`config.mk`:
```
export PLATFORM = sky130hd
export DESIGN_NAME = mrb_ptr_alu
export DESIGN_NICKNAME = d
export VERILOG_FILES = /design/src/sv/mrb_pkg.sv /design/src/sv/mrb_ptr_alu.sv
export SDC_FILE = /design/constraint.sdc
export NUM_CORES = 1
export LEC_CHECK = 0
export BUFFER_PORTS_ARGS = -buffer_cell sky130_fd_sc_hd__buf_2
export CORE_MARGIN = 2
export CORE_UTILIZATION = 30
export DETAILED_ROUTE_END_ITERATION = 12
export PLACE_DENSITY = 0.57
export SYNTH_ARGS = -nofsm -noshare
export SYNTH_HDL_FRONTEND = slang
export SYNTH_SLANG_ARGS = --single-unit
```
`constraint.sdc`:
```
create_clock -name vclk -period 4.45
set_clock_uncertainty 0.1 [all_clocks]
set_input_delay 0.445 -clock vclk [all_inputs]
set_output_delay 0.445 -clock vclk [all_outputs]
set_load 0.01 [all_outputs]
```
`src/sv/mrb_pkg.sv`:
```
// mrb_pkg: shared constants, operation and status codes and the result record
// for the message ring buffer. No dependencies.

package mrb_pkg;

	localparam int CAPACITY     = 4096;
	localparam int HEADER_BYTES = 4;

	localparam int OP_W     = 2;
	localparam int SIZE_W   = 12;
	localparam int DATA_W   = 8;
	localparam int STATUS_W = 2;

	localparam logic [OP_W-1:0] OP_START  = 2'd0;
	localparam logic [OP_W-1:0] OP_APPEND = 2'd1;
	localparam logic [OP_W-1:0] OP_READ   = 2'd2;

	localparam logic [STATUS_W-1:0] STS_OK        = 2'd0;
	localparam logic [STATUS_W-1:0] STS_TOO_LARGE = 2'd1;
	localparam logic [STATUS_W-1:0] STS_EMPTY     = 2'd2;
	localparam logic [STATUS_W-1:0] STS_NO_MSG    = 2'd3;

	typedef struct packed {
		logic [STATUS_W-1:0] status;
		logic [DATA_W-1:0]   data;
		logic                last;
		logic                empty;
		logic                over;
	} res_t;

endpackage

```
`src/sv/mrb_ptr_alu.sv`:
```
// mrb_ptr_alu: shared modular pointer adder of the ring, plus the used byte
// count between the read and commit pointers. Depends on mrb_pkg.

module mrb_ptr_alu #(
	parameter int CAPACITY = mrb_pkg::CAPACITY,
	parameter int AW       = $clog2(CAPACITY)
) (
	input  logic [AW-1:0] a,
	input  logic [AW-1:0] b,
	input  logic [AW-1:0] rd_ptr,
	input  logic [AW-1:0] cm_ptr,
	output logic [AW-1:0] sum,
	output logic [AW-1:0] used
);

	localparam logic [AW:0] CAP_W = (AW+1)'(CAPACITY);

	logic [AW:0] raw_sum;
	logic [AW:0] raw_diff;

	// both operands stay below the capacity, so one subtract wraps
	always_comb begin
		raw_sum = {1'b0, a} + {1'b0, b};
		if (raw_sum >= CAP_W) begin
			raw_sum = raw_sum - CAP_W;
		end
		sum = raw_sum[AW-1:0];
	end

	always_comb begin
		raw_diff = {1'b0, cm_ptr} - {1'b0, rd_ptr};
		if (cm_ptr < rd_ptr) begin
			raw_diff = raw_diff + CAP_W;
		end
		used = raw_diff[AW-1:0];
	end

endmodule

```
Word level (Yosys, flattened, before mapping)
Cells that the tools add are included.
- add/sub/neg operators: 4
- $mul: 0
- div/mod/pow operators: 0
- magnitude comparators: 2
- equal/unequal tests: 0
- shift operators: 0
- mux-type cells: 2
- bitwise logic cells: 0
- reductions and logical operators: 0
- operators by type and width (cell ; count):
    $mux W12 ; 2
    $add A12 B12 Y13 ; 1
    $ge A13 B13 Y1 const B ; 1
    $add A12 B1 Y12 const B ; 1
    $lt A12 B12 Y1 ; 1
    $sub A12 B1 Y12 const B ; 1
    $sub A12 B12 Y12 ; 1
- flip-flop bits (word level): 0
- bits in latches: 0
- RAM bits: 0
- bits in read-only memories: 0
- output and inout bits: 24
- memories kept: 0

Depth between registers and ports, before layout
- depth in word-level cells: 3
- gate-level depth with buffers: 8

Least setup slack after synthesis
Ideal clock, no wire load.
- path kind: input to output
- start: input port a[0]
- end: output port sum[8]
- arrival time: 2.139 ns
- data required time: 3.905 ns
- path slack: 1.766 ns
- cell stages on the path: 7
- buffers on the path: 0
- cells stage by stage: ha_1 fa_1 a211oi_1 o21bai_1 a2111oi_0 nor3_1 xor2_1
- cells in the longest elaborated chain, start to end: 3
- elaborated cells between the ends (all ways): 4
- classes of those cells: add/sub: 2; order compare: 1; mux: 1
- RTL lines (item ; RTL line ; RTL):
    start, declared ; mrb_ptr_alu.sv:8 ; input logic [AW-1:0] a,
    $add A12 B12 Y13 (*) ; mrb_ptr_alu.sv:23 ; raw_sum = {1'b0, a} + {1'b0, b};
    $sub A12 B1 Y12 or $ge A13 B13 Y1 (tied branches) ; mrb_ptr_alu.sv:25, mrb_ptr_alu.sv:24 ;
    $mux W12 (*) ; mrb_ptr_alu.sv:24 ; if (raw_sum >= CAP_W) begin
    end, declared ; mrb_ptr_alu.sv:12 ; output logic [AW-1:0] sum,
Every way passes the cells marked *; elsewhere a longest branch is shown, timed or not.

Final worst setup path
Ends and elaborated chain as after synthesis.

==> flow_metrics.tcl <==
set metrics [dict create \
    path_cells "buf_2 -> ha_1 -> fa_1 -> a211oi_1 -> o21bai_1 -> a2111oi_0 -> nor3_1 -> xor2_1 -> buf_2" \
    area_growth_pct 40.0 \
    first_global_vias 1062 \
    drc 0 \
    vias_per_cell 4.69 \
    n_fill_cell 356 \
    yosysTopAreaCellShare_pct 26.6 \
    holdPathEnd "sum[0]" \
    cpPeakStageDelay_ps 440 \
    design.seq.count 0 \
    postRouteAntennaNets 0 \
    slew_viol_final 0 \
    synth_seq_area_share_pct 0 \
    wl_met1_um 1280 \
    die-area_sq_um 3940 \
    maxSlewHeadroom_pct 73.8 \
    pin_count 72 \
    yosysWarnings 0 \
    regArea_sq_um 0 \
    ctsResizeCount 0 \
    dr_wl_met2_um 1110 \
    critPathBufInv 2 \
    fin_nets 282 \
    layout_common_cells "buf_2 (72), ha_1 (22), inv_1 (15), a21oi_1 (14), xnor2_1 (12)" \
    vias 1190 \
    power_leakage_nw 0.780 \
    slowest_stage "a2111oi_0" \
    timing.fmax_mhz 325 \
    nClkBuffers 0 \
    syn_inst 137 \
    maxUsedRoutingLayer "met3" \
    fin_setup_tns_ps 0 \
    drive_gt1_share_pct 36.5 \
    start_kind "input pin" \
    yosysTopAreaCell "ha_1" \
    io_buffer_count 72 \
    drt-pass1-iter-count 4 \
    antenna_found_initial 0 \
    end_kind "primary output" \
    worstPathMaxFanout 3 \
    initial_core_util_pct 31.0 \
    routed_wl_um 2590 \
    drtIter0Drc 27 \
    post-route-period-util_pct 69.1 \
    period_needed_ps 3080 \
    synthTopCellsByArea "ha_1 (27%), xnor2_1 (10%), a21oi_1 (6.8%)" \
    ir_drop_v 0.0000610 \
    multiInputGateArea_sq_um 975 \
    fp-row-count 21 \
    required_ps 3900 \
    post-cts-setup-buffer-count 0 \
    arrival_ps 2530 \
    grt_usage_pct 12.5 \
    p_per_area_nw_per_um2 160 \
    final_common_cell "buf_2" \
    overflow 0 \
    die_height_um 62.7 \
    syn_area_sq_um 1030 \
    pre_cts_ws_ps 1380 \
    routedWlPerCell_um 10.2 \
    die_w_um 62.7 \
    ys_types 35 \
    gp_congestion 0.748 \
    wl_met3_um 199 \
    tightest_slew_ps 383 \
    hold_viol 0 \
    syn_area_per_cell_sq_um 7.55 \
    path_delay_family "compound AO/OA/AOI/OAI gates" \
    hold_path.class "in -> out" \
    rsz0062_at_grt "no" \
    min_from "b[0]" \
    synth_nets 209 \
    setup_viol 0 \
    grt_pass1_wl_um 4340 \
    cpMostUsedCell "buf_2" \
    hpwlAfterDp_um 2310 \
    coreArea_sq_um 3340 \
    crit_type "in -> out" \
    grt_max_degree 8 \
    antenna_cells 0 \
    cap_violations 0 \
    setup_ws_ps 1370 \
    cts_hold_buf 0 \
    outcome "finished, final reports clean" \
    whs_path_depth 3 \
]
==> synthesized netlist by cell type (all sizes together), types with 2 or more instances <==
master	count
nand4	4
a2111oi	2
xor2	8
o21ai	7
xnor2	12
o21a	4
nand2b	2
inv	15
nand2	6
a21o	4
a211oi	3
or3	2
fa	2
nor2	9
ha	22
a21oi	15
nor2b	2
nor3	3
and3	2
and2	2
==> logic make-up after synthesis <==
logic type                 after synthesis  synth area share (%)
AOI/OAI and AO/OA                       43                  29.7
xor gates and xnor gates                20                  16.9
adders and majority gates               24                  30.5
buffers and inverters                   16                  5.80
and+or+nand+nor                         34                  17.0
==> worst max path at each step <==
stage | from | endpoint | cells past startpoint
3_3_place_gp | a[0] | sum[8] | 9
2_1_floorplan | a[0] | sum[8] | 7
6_report | a[0] | sum[8] | 9
3_5_place_dp | a[0] | sum[8] | 9
4_1_cts | a[0] | sum[8] | 9
5_1_grt | a[0] | sum[8] | 9
==> report_power, final <==
group / internal (mW) / switching [mW] / leakage [nW] / total [mW]
Combinational: 0.111 / 0.121 / 0.780 / 0.232
Sequential: 0 / 0 / 0 / 0
Clock: 0 / 0 / 0 / 0
==> layout make-up <==
| class | count | share of cell area (%) |
|---|---|---|
| inverter | 15 | 3.89 |
| multi-input combinational | 121 | 67.3 |
| tap | 46 | 3.97 |
| timing repair buffer | 72 | 24.9 |
==> routing by layer <==
metal / up-vias / GRT usage (%)
met1: 506 / 17.8
met4: 0 / 0
li1: 641 / -
met2: 43 / 20.8
met3: 0 / 2.16
met5: - / 0
==> stage by stage <==
step | power [mW] | instances | utilization, % | instance area [sq um] | hold WS [ps]
5_1_grt | 0.259 | 254 | 43.4 | 1450 | 1130
4_1_cts | 0.234 | 254 | 43.4 | 1450 | 1100
3_5_place_dp | 0.233 | 254 | 43.4 | 1450 | 1100
2_1_floorplan | 0.151 | 137 | - | 1030 | 930
6_report | 0.232 | 254 | 43.4 | 1450 | 1100
3_3_place_gp | 0.234 | 254 | 43.4 | 1450 | 1090
No activity file was read; power rests on OpenSTA's default activity.
